### src/design/utc_pkg.sv
package utc_pkg;

  typedef enum logic [1:0] {
    CLASS_ASCII = 2'd0,
    CLASS_UTF8  = 2'd1,
    CLASS_8BIT  = 2'd2
  } text_class_t;

  // Continuation byte pattern 10xxxxxx
  localparam logic [7:0] CONT_MASK  = 8'hC0;
  localparam logic [7:0] CONT_MATCH = 8'h80;

  localparam logic [1:0] SEQ_LEN_TWO   = 2'd2;
  localparam logic [1:0] SEQ_LEN_THREE = 2'd3;

  typedef struct packed {
    logic [1:0] pending_continuations;
    logic [1:0] pending_total;
    logic       ascii_only;
    logic       still_valid;
    logic       decided;
  } state_t;

  localparam state_t STATE_RESET = '{
    pending_continuations: 2'd0,
    pending_total:         2'd0,
    ascii_only:            1'b1,
    still_valid:           1'b1,
    decided:               1'b0
  };

endpackage

### src/design/utc_step.sv
module utc_step (
  input  utc_pkg::state_t      state,
  input  logic [7:0]           data_byte,
  input  logic                 last_byte,
  output utc_pkg::state_t      state_next,
  output utc_pkg::text_class_t text_class
);

  utc_pkg::state_t fail_state;
  logic            first_of_three;
  logic            is_cont;

  assign is_cont        = (data_byte & utc_pkg::CONT_MASK) == utc_pkg::CONT_MATCH;
  assign first_of_three = (state.pending_total == utc_pkg::SEQ_LEN_THREE) &&
                          (state.pending_continuations == 2'd2);

  always_comb begin
    fail_state                       = state;
    fail_state.ascii_only            = 1'b0;
    fail_state.still_valid           = 1'b0;
    fail_state.decided               = 1'b1;
    fail_state.pending_continuations = 2'd0;
  end

  always_comb begin
    state_next = state;
    if (!state.decided) begin
      if (state.pending_continuations != 2'd0) begin
        // truncated three-byte sequence: leave the final byte unchecked
        if (first_of_three && last_byte) begin
          state_next.pending_continuations = 2'd0;
        end else if (!is_cont) begin
          state_next = fail_state;
        end else begin
          state_next.pending_continuations = state.pending_continuations - 2'd1;
        end
      end else begin
        case (data_byte) inside
          [8'h01:8'h7F]: begin
            state_next = state;
          end
          [8'hC0:8'hDF]: begin
            state_next.ascii_only            = 1'b0;
            state_next.pending_continuations = 2'd1;
            state_next.pending_total         = utc_pkg::SEQ_LEN_TWO;
          end
          [8'hE0:8'hEF]: begin
            state_next.ascii_only            = 1'b0;
            state_next.pending_continuations = 2'd2;
            state_next.pending_total         = utc_pkg::SEQ_LEN_THREE;
          end
          default: begin
            // NUL, stray continuation, or four-byte lead and above
            state_next = fail_state;
          end
        endcase
      end
    end
  end

  always_comb begin
    if (state_next.ascii_only) begin
      text_class = utc_pkg::CLASS_ASCII;
    end else if (state_next.still_valid) begin
      text_class = utc_pkg::CLASS_UTF8;
    end else begin
      text_class = utc_pkg::CLASS_8BIT;
    end
  end

endmodule

### src/design/utf8_text_classifier_core.sv
// Classifies a byte stream as 7-bit ASCII, UTF-8 without BOM (sequences of
// up to three bytes) or other 8-bit text, with one class beat per buffer,
// issued for the beat that carries last_byte. The core takes one byte per
// cycle while in_ready is high; a byte passes through the input register
// and the combinational state update, and the class is registered into the
// output register once that register is free. The output register holds a
// class while the sink stalls; bytes keep flowing until a second last byte
// has to wait behind it and in_ready drops. Classifier state returns to
// its initial values after every buffer, so buffers can follow each other
// back to back.
module utf8_text_classifier_core (
  input  logic       clk,
  input  logic       rst,
  input  logic       in_valid,
  output logic       in_ready,
  input  logic [7:0] data_byte,
  input  logic       last_byte,
  output logic       out_valid,
  input  logic       out_ready,
  output logic [1:0] text_class
);

  logic                 s1_valid;
  logic [7:0]           s1_byte;
  logic                 s1_last;
  logic                 s1_advance;
  logic                 s1_emit;
  utc_pkg::state_t      state;
  utc_pkg::state_t      state_next;
  utc_pkg::text_class_t class_next;

  utc_step u_step (
    .state      (state),
    .data_byte  (s1_byte),
    .last_byte  (s1_last),
    .state_next (state_next),
    .text_class (class_next)
  );

  // a last byte can only move on when the output register is free
  assign s1_advance = !s1_last || !out_valid || out_ready;
  assign s1_emit    = s1_valid && s1_last && s1_advance;
  assign in_ready   = !s1_valid || s1_advance;

  always_ff @(posedge clk) begin
    if (rst) begin
      s1_valid <= 1'b0;
    end else if (in_ready) begin
      s1_valid <= in_valid;
    end
  end

  always_ff @(posedge clk) begin
    if (in_ready && in_valid) begin
      s1_byte <= data_byte;
      s1_last <= last_byte;
    end
  end

  always_ff @(posedge clk) begin
    if (rst) begin
      state <= utc_pkg::STATE_RESET;
    end else if (s1_valid && s1_advance) begin
      state <= s1_last ? utc_pkg::STATE_RESET : state_next;
    end
  end

  always_ff @(posedge clk) begin
    if (rst) begin
      out_valid <= 1'b0;
    end else if (s1_emit) begin
      out_valid <= 1'b1;
    end else if (out_ready) begin
      out_valid <= 1'b0;
    end
  end

  always_ff @(posedge clk) begin
    if (s1_emit) begin
      text_class <= class_next;
    end
  end

  a_decided_is_8bit: assert property (@(posedge clk) disable iff (rst)
    state.decided |-> !state.still_valid && !state.ascii_only)
    else $error("decided state still claims ASCII or UTF-8");

  a_open_seq_not_ascii: assert property (@(posedge clk) disable iff (rst)
    state.pending_continuations != 2'd0 |-> !state.ascii_only)
    else $error("open sequence with ascii_only set");

  a_state_clears: assert property (@(posedge clk) disable iff (rst)
    s1_emit |=> state == utc_pkg::STATE_RESET)
    else $error("state not cleared after buffer end");

  a_out_from_last: assert property (@(posedge clk) disable iff (rst)
    $rose(out_valid) |-> $past(s1_valid && s1_last))
    else $error("class beat without a last byte");

endmodule

### config.mk
export PLATFORM = sky130hd
export DESIGN_NAME = utf8_text_classifier_core
export DESIGN_NICKNAME = d
export VERILOG_FILES = /design/src/design/utc_pkg.sv /design/src/design/utc_step.sv /design/src/design/utf8_text_classifier_core.sv
export SDC_FILE = /design/constraint.sdc
export NUM_CORES = 1
export LEC_CHECK = 0
export ABC_CLOCK_PERIOD_IN_PS = 3900
export BUFFER_PORTS_ARGS = -buffer_cell sky130_fd_sc_hd__buf_2
export CAP_MARGIN = 20
export CORE_UTILIZATION = 55
export CTS_CLUSTER_SIZE = 28
export DETAILED_ROUTE_END_ITERATION = 7
export MAX_ROUTING_LAYER = met4
export PLACE_DENSITY = 0.78
export SLEW_MARGIN = 30
export SYNTH_ARGS = -nofsm -noshare
export SYNTH_HDL_FRONTEND = slang
export SYNTH_HIERARCHICAL = 1
export SYNTH_SLANG_ARGS = --single-unit
export TNS_END_PERCENT = 1
### constraint.sdc
create_clock -name clk -period 3.9 [get_ports clk]
set_input_delay 0 -clock clk [delete_from_list [all_inputs] [get_ports clk]]
set_output_delay 0 -clock clk [all_outputs]
set_load 0.05 [all_outputs]
# Word-level counts from Yosys, hierarchy flattened
# Index checks and enable logic that the tools add are counted.
# totals
regBits	20
inputBits	13
out_inout_bits	4
elab_cells	60
# classes
n_addsub	1
magnitude_cmp	6
n_eq_ne	7
mux	16
n_reduce_logical	20
# op_table
op	n
7-bit 2-to-1 mux	3
5-bit 2-to-1 mux	4
8-bit >= comparator (second input constant)	2
8-bit <= comparator (second input constant)	2
2-bit 2-to-1 mux	6
1-bit logical AND	9
8-bit by 1-bit >= comparator with 1-bit output (second input constant)	1
8-bit by 7-bit <= comparator with 1-bit output (second input constant)	1
2-bit equality test (second input constant)	3
2-bit != test (second input constant)	3
5-bit AND reduction	1
2-bit nonzero test	2
1-bit logical NOT	3
1-bit logical OR	3
3-bit 2-to-1 mux	1
3-bit by 2-bit != test with 1-bit output (second input constant)	1
3-bit AND reduction	1
3-bit nonzero test	1
1-bit 2-to-1 mux	2
2-bit by 1-bit subtractor with 2-bit output (second input constant)	1

# Depth between registers and ports, before layout
# Gate-level depths: netlist of run 1.
# logic_depth
depth_word	8
mapped_depth	8
mapped_depth_nobuf	8

# Cells and area by module
# The synthesis of run 1 kept the hierarchy.
# modules_own_cells
module	instances	cells_per_inst	area_each_um2	seq_area_each_um2
utf8_text_classifier_core	1	43	670.6	510.5
utc_step	1	37	257.7	0.0

# Worst setup path after synthesis of run 1
# No wires, ideal clock.
# synth_path
path_type	reg-to-reg
start	reg s1_byte[5]
end	reg state[2] (netlist name)
setup_time_ps	126
arrival_ps	1903
required_time_ps	3774
setup_slack_ps	1871
path_stages_with_launch	6
path_buffers	0
synth_period_minus_slack_ps	2029
path_cell_list	edfxtp_1 -> or4_4 -> o41a_1 -> o41a_1 -> nor2b_1 -> a21oi_1
# synth_lines
element	line	rtl
start, declared	utf8_text_classifier_core.sv:24	logic [7:0] s1_byte;
start signal, assigned	utf8_text_classifier_core.sv:55	s1_byte <= data_byte;

==> results of run 1 <==
layout make-up:
cell class	count	share of cell area, %
timing repair buffer	27	16.3
sequential	20	43.8
clock buffer	4	2.26
tap	16	1.72
multi-input combinational	55	34.3
inverter	5	1.61
Yosys cell counts (2+ instances only):
master	n
ha_1	2
and2b_1	2
nor2_1	4
edfxtp_1	11
nor2b_1	3
dfxtp_1	9
a22o_1	5
o21ai_0	2
o41a_1	2
inv_1	5
a21oi_1	6
nand2b_1	2
nand2_1	5
nor4_1	2
metal layers:
layer	vias to the layer above	wire length, um
li1	370	-
met1	321	857
met2	24	867
met3	2	70
met4	0	20
met5	-	0
state kept, by name, summed over array words and instances (netlist names):
register / flops
text_class: 2
state: 7
s1_last: 1
s1_valid: 1
s1_byte: 8
out_valid: 1
per-stage QoR:
step                      instance area (sq um)  instances  worst slack [ns]  util, %  power, W
after floorplan                             928         80              1.87        -  0.000268
after global placement                     1030        112              1.82     66.7  0.000280
after detailed placement                   1030        112              1.77     66.7  0.000281
after CTS                                  1160        127              1.76     75.6  0.000389
after global routing                       1160        127              1.62     75.6  0.000405
final                                      1160        127              1.74     75.6  0.000387
cell families after synthesis:
logic type                 after synthesis  share of synthesized area (%)
adders and majority gates                2                           2.69
and+or+nand+nor                         29                           20.2
AOI/OAI and AO/OA                       24                           20.1
DFF                                     20                           55.0
buffers and inverters                    5                           2.02
path summary, 6_finish.rpt:
path         startpoint         to  slack [ns]
min reg2reg    state[2]   state[2]        0.49
max reg2reg  s1_byte[5]   state[2]        1.74
min           out_ready  out_valid        0.21
max          s1_byte[5]   state[2]        1.74
power groups by stage:
stage,registers (W),logic [W],clock network (W)
after CTS,0.000240,0.0000451,0.000104
after global placement,0.000244,0.0000357,0
final,0.000240,0.0000463,0.000101
after global routing,0.000241,0.0000504,0.000113
after detailed placement,0.000244,0.0000367,0
after floorplan,0.000246,0.0000215,0
worst max-delay path: stages, from the launching register on:
cell      delay (ns)
edfxtp_1        0.49
or4_4           0.57
o41a_1          0.37
o41a_1          0.45
nor2b_1         0.12
a21oi_1         0.05
==> out/metrics.cfg, run 1 <==
[run_status]
outcome=complete, no violations

[flow_run]
maxCapViolations=0

[synth]
syn_inst=80
synth_flop_cell=edfxtp_1
async_flop_share_pct=0
synth_edf_count=11
synth_top_area_cell=edfxtp_1
seq_area_frac_synth_pct=55.0
synth_cell_types=34
synth_top_area_share_pct=35.6
syn_nets=95
synth_seq_cells=20
syn-cell-area_sq_um=928
synth.area.top_cells=edfxtp_1 36%, dfxtp_1 19%, a22o_1 4.7%, a21oi_1 3.2%, ha_1 2.7%
yosysWarnings=6
avgSynthCellArea_sq_um=11.6

[power_and_ir_drop]
swShare_pct=23.7
internal-power_w=0.000296
p_sw_w=0.0000916
power_density_nw_per_um2=333
vdd_drop_max_mv=0.246
pwr-share-clk_pct=26.1
pwr-share-seq_pct=61.9
leakage_nw=0.467
combinationalPowerShare_pct=12.0

[global_routing]
grt_first_pass_wirelength_um=3080
grt_max_degree=12
grt.busiest_layer=met2
use_met3_pct=5.53
grt.met2_usage_pct=36.4
grt.overflow.total=0
grt_pass1_vias=687
antenna_found_initial=0
globalRouteTotalUtil_pct=23.7
grtUsageMet1_pct=30.3

[route]
ant_nets=0
viasPerCell=5.65
first_pass_iters=4
totalWireLength_um=1820
drcViolationCount=0
drt_iter0_drc=20
vias=717
wire_per_inst_um=14.3

[die]
fp-row-count=14
die_h_um=43.1
io_pins=17
design.core.area_sq_um=1540
die_x_um=43.1
die_area_sq_um=1860
start_util_pct=60.2

[placed_design]
dp_hpwl_um=1100
port_buffers=16
globalplace.congestion=0.765

[cts]
cts_buffers=3
cts_buffer_depth=2
clock_tree.root_cell=clkbuf_4
cts_resized=0
worstSkewPairLatency_ns=0.30
post_cts_buffers=0
clkSinkCount=20
cts_tree=yes
postCtsHoldBufs=11
htree_levels=1
path_clk_slew_ns=0.11

[timing]
rsz0062_at_grt=no
fmax_mhz=463
slew_violations=0
finalHoldViolCount=0
hold_ws_ns=0.212
fin_crit_ns=2.16
worst_pin_slew_ns=0.924
fin_setup_tns_ns=0
worst_clock_skew_ns=0.00537
slew_headroom_pct=38.1
period_share_pct=55.4
setup_viol=0

[critical_path]
startpoint_type=register
required_ns=4.08
cp.arrival_ns=2.34
critPathMaxFanout=6
path_class=reg -> reg
end_kind=register
reg2regPathDepth=5

[finish]
n_fill_cell=101
register_area_sq_um=510
antenna_cells=0
layout_common_cells=16 x buf_2, 11 x dlygate4sd3_1, 11 x edfxtp_1
layout.nets=127
areaGrowthSynthToFinish_pct=25.5
final_common_cell=buf_2
drive_gt1_share_pct=24.3
multi_input_area_sq_um=399

[worst_hold_path]
hold_depth=4
hp-class=in -> reg

No activity file was read; power rests on OpenSTA's default activity.
==> run 2, diff against run 1 <==
Settings changed: ABC_AREA set to 1, ABC_CLOCK_PERIOD_IN_PS 3900 to 1900, CORE_UTILIZATION 55 to 48, PLACE_DENSITY 0.78 to 0.72.
Clock period 3.9 ns to 1.9 ns, I/O delays scaled along.
==> run 2 against run 1 <==
  * Clock-buffer cell count decreased by 1
  * Register-to-register slack got worse by 1.4 ns
  * Largest cell class unchanged
  * Maximum frequency grew 39%
  * Sequential cell count unchanged
  * Utilization fell by 6.4 points
  * Power increased by 140%
==> out/metrics.cfg, run 2 <==
[synth]
avgSynthCellArea_sq_um=8.60  ; -26%
async_flop_share_pct=0  ; unchanged
synth_top_area_share_pct=34.9  ; -0.66 points
seq_area_frac_synth_pct=54.0  ; -1.0 points
synth.area.top_cells=edfxtp_1 35%, dfxtp_1 19%, nand2_1 12%, inv_1 6.3%, nor2_1 4.0%
syn-cell-area_sq_um=946  ; +1.9%
syn_inst=110  ; +38%
synth_top_area_cell=edfxtp_1
synth_flop_cell=edfxtp_1
synth_common_cells=31 x nand2_1, 16 x inv_1, 11 x edfxtp_1
synth_seq_cells=20  ; unchanged
synth_cell_types=19  ; -44%
synth_edf_count=11  ; unchanged
syn_nets=125  ; +32%
synth_most_common_cell=nand2_1
yosysWarnings=6  ; unchanged

[die]
design.core.area_sq_um=1780  ; +16%
die_h_um=46.4  ; +7.7%
start_util_pct=53.1  ; -7.2 points
io_pins=17  ; unchanged
die_x_um=46.4  ; +7.7%
fp-row-count=15  ; +1
die_area_sq_um=2150  ; +16%

[finish]
largest_register_ff_count=8  ; unchanged
instances_no_fill=167  ; +31%
antenna_cells=0  ; unchanged
final_common_cell=nand2_1
n_fill_cell=145  ; +44%
drive_gt1_share_pct=22.5  ; -1.8 points
layout_common_cells=31 x nand2_1, 16 x inv_1, 16 x buf_2
layout.nets=158  ; +24%
largest_register=s1_byte
areaGrowthSynthToFinish_pct=30.3
top_regs=s1_byte (8), state (7), text_class (2)

[timing]
worst_pin_slew_ns=0.277  ; -0.647 ns
worst_clock_skew_ns=0.00183  ; -0.00354 ns
fin_setup_tns_ns=0  ; unchanged
fin_crit_ns=1.56  ; -0.604 ns
slew_headroom_pct=81.3  ; +43 points
setup_viol=0  ; unchanged
rsz0062_at_grt=no
fmax_mhz=643  ; +39%
finalHoldViolCount=0  ; unchanged
period_share_pct=81.9  ; +27 points
slew_violations=0  ; unchanged

[power_and_ir_drop]
vdd_drop_max_mv=0.759  ; +210%
internal-power_w=0.000741  ; +150%
swShare_pct=21.7  ; -2.0 points
power_density_nw_per_um2=768  ; +130%
p_sw_w=0.000205  ; +120%
combinationalPowerShare_pct=12.1  ; about the same
pwr-share-seq_pct=51.9  ; -10 points
pwr-share-clk_pct=35.9  ; +9.8 points
leakage_nw=0.548  ; +17%

[worst_hold_path]
hp-class=in -> reg

[cts]
clock_tree.root_cell=clkbuf_4
worstSkewPairLatency_ns=0.29  ; about the same
clkSinkCount=20  ; unchanged
htree_levels=1  ; unchanged
path_clk_slew_ns=0.11  ; about the same
cts_buffers=3  ; unchanged
cts_tree=yes
cts_buffer_depth=2  ; unchanged
cts_resized=0  ; unchanged

[route]
first_pass_iters=4  ; unchanged
wire_per_inst_um=11.4  ; -20%
ant_nets=0  ; unchanged
drt_iter0_drc=17  ; -15%
viasPerCell=4.84  ; -14%
totalWireLength_um=1910  ; +5.2%
vias=808  ; +13%
drcViolationCount=0  ; unchanged

[flow_run]
maxCapViolations=0  ; unchanged

[placed_design]
port_buffers=16  ; unchanged
dp_hpwl_um=1260  ; +14%
placed_cells=151  ; +35%
globalplace.congestion=0.902  ; +18%

[global_routing]
grt_first_pass_wirelength_um=3100  ; +0.68%
antenna_found_initial=0  ; unchanged
grt_max_degree=13  ; +1
grt.overflow.total=0  ; unchanged
grt_pass1_vias=741  ; +7.9%
globalRouteTotalUtil_pct=21.5  ; -2.2 points

[critical_path]
required_ns=2.09  ; -1.99 ns
critPathMaxFanout=4  ; -2
crit_chain=inv_1, ha_1, nand2_1, inv_1, a31oi_1, nand2_1, nand2_1, nand2_1, nand2_2, inv_1, nand2_1, nand3_1
startpoint_type=register
cp_common_cell=nand2_1
cp_slowest_stage_delay_ns=0.38  ; -0.19 ns
worst_path_max_delay_cell=dfxtp_1
end_kind=register
cp.arrival_ns=1.75  ; -0.59 ns
path_class=reg -> reg

[run_status]
outcome=complete, no violations

## run 2: logic make-up after synthesis
| kind of cell | Yosys count | share of synthesized area [%] |
|---|---|---|
| simple gates | 57 | 28.0 |
| flops | 20 | 54.0 |
| fa+ha+maj | 2 | 2.65 |
| compound gates | 13 | 8.07 |
| buf+inv | 18 | 7.27 |
## run 2: layer usage
layer,vias up,share of wire [%],global-route usage [%],wire [um]
met4,0,0.84,10.6,16
met2,13,52,35.3,989
li1,415,-,-,-
met3,2,2.3,3.53,44
met5,-,0,-,0
met1,378,45,25.3,859
## run 2: path summary, 6_finish.rpt
path	start	endpoint	slack (ns)	cells past startpoint
worst max register to register	state[5]	state[1]	0.34	12
worst min-delay path	out_ready	out_valid	0.05	4
worst min register to register	state[0]	state[0]	0.49	2
worst max-delay path	state[5]	state[1]	0.34	12
## run 2: layout make-up
| cell class | instances | area, sq um | share of cell area, % |
|---|---|---|---|
| Sequential cell | 20 | 510 | 41.4 |
| Clock inverter | 1 | 30.0 | 2.44 |
| Tap cell | 25 | 31.3 | 2.54 |
| Clock buffer | 3 | 22.5 | 1.83 |
| Timing Repair Buffer | 29 | 208 | 16.9 |
| Inverter | 17 | 63.8 | 5.18 |
| Multi-Input combinational cell | 72 | 367 | 29.7 |
## run 2: power by group through the flow
| stage | registers (W) | clock network (W) | logic (W) |
|---|---|---|---|
| global route | 0.000494 | 0.000361 | 0.000127 |
| floorplan | 0.000507 | 0 | 0.0000574 |
| finish | 0.000491 | 0.000340 | 0.000115 |
| CTS | 0.000491 | 0.000344 | 0.000114 |
| global placement | 0.000500 | 0 | 0.0000916 |
| detailed placement | 0.000501 | 0 | 0.0000940 |
## run 2: worst max-delay path, delay by kind of cell, from the launching register on
kind	cells	cell delay, ns
buffers and inverters	3	0.18
DFF	1	0.38
AOI/OAI and AO/OA	1	0.16
and+or+nand+nor	7	0.54
adders and majority gates	1	0.19
## run 2: timing repair
action	4_1_cts	5_1_grt
buffers inserted	0	0
hold buffers	12	0
endpoints found under the hold margin	16	0
## run 2: per-stage QoR
step | worst slack (ns) | utilization, % | hold slack (ns) | power, W | cell area, sq um
after floorplan | 0.245 | - | 0.0989 | 0.000564 | 946
after global placement | 0.467 | 59.4 | 0.176 | 0.000592 | 1060
after detailed placement | 0.390 | 59.4 | 0.178 | 0.000595 | 1060
after CTS | 0.330 | 69.1 | 0.0410 | 0.000950 | 1230
after global routing | 0.208 | 69.1 | 0.0398 | 0.000982 | 1230
final | 0.344 | 69.1 | 0.0520 | 0.000946 | 1230
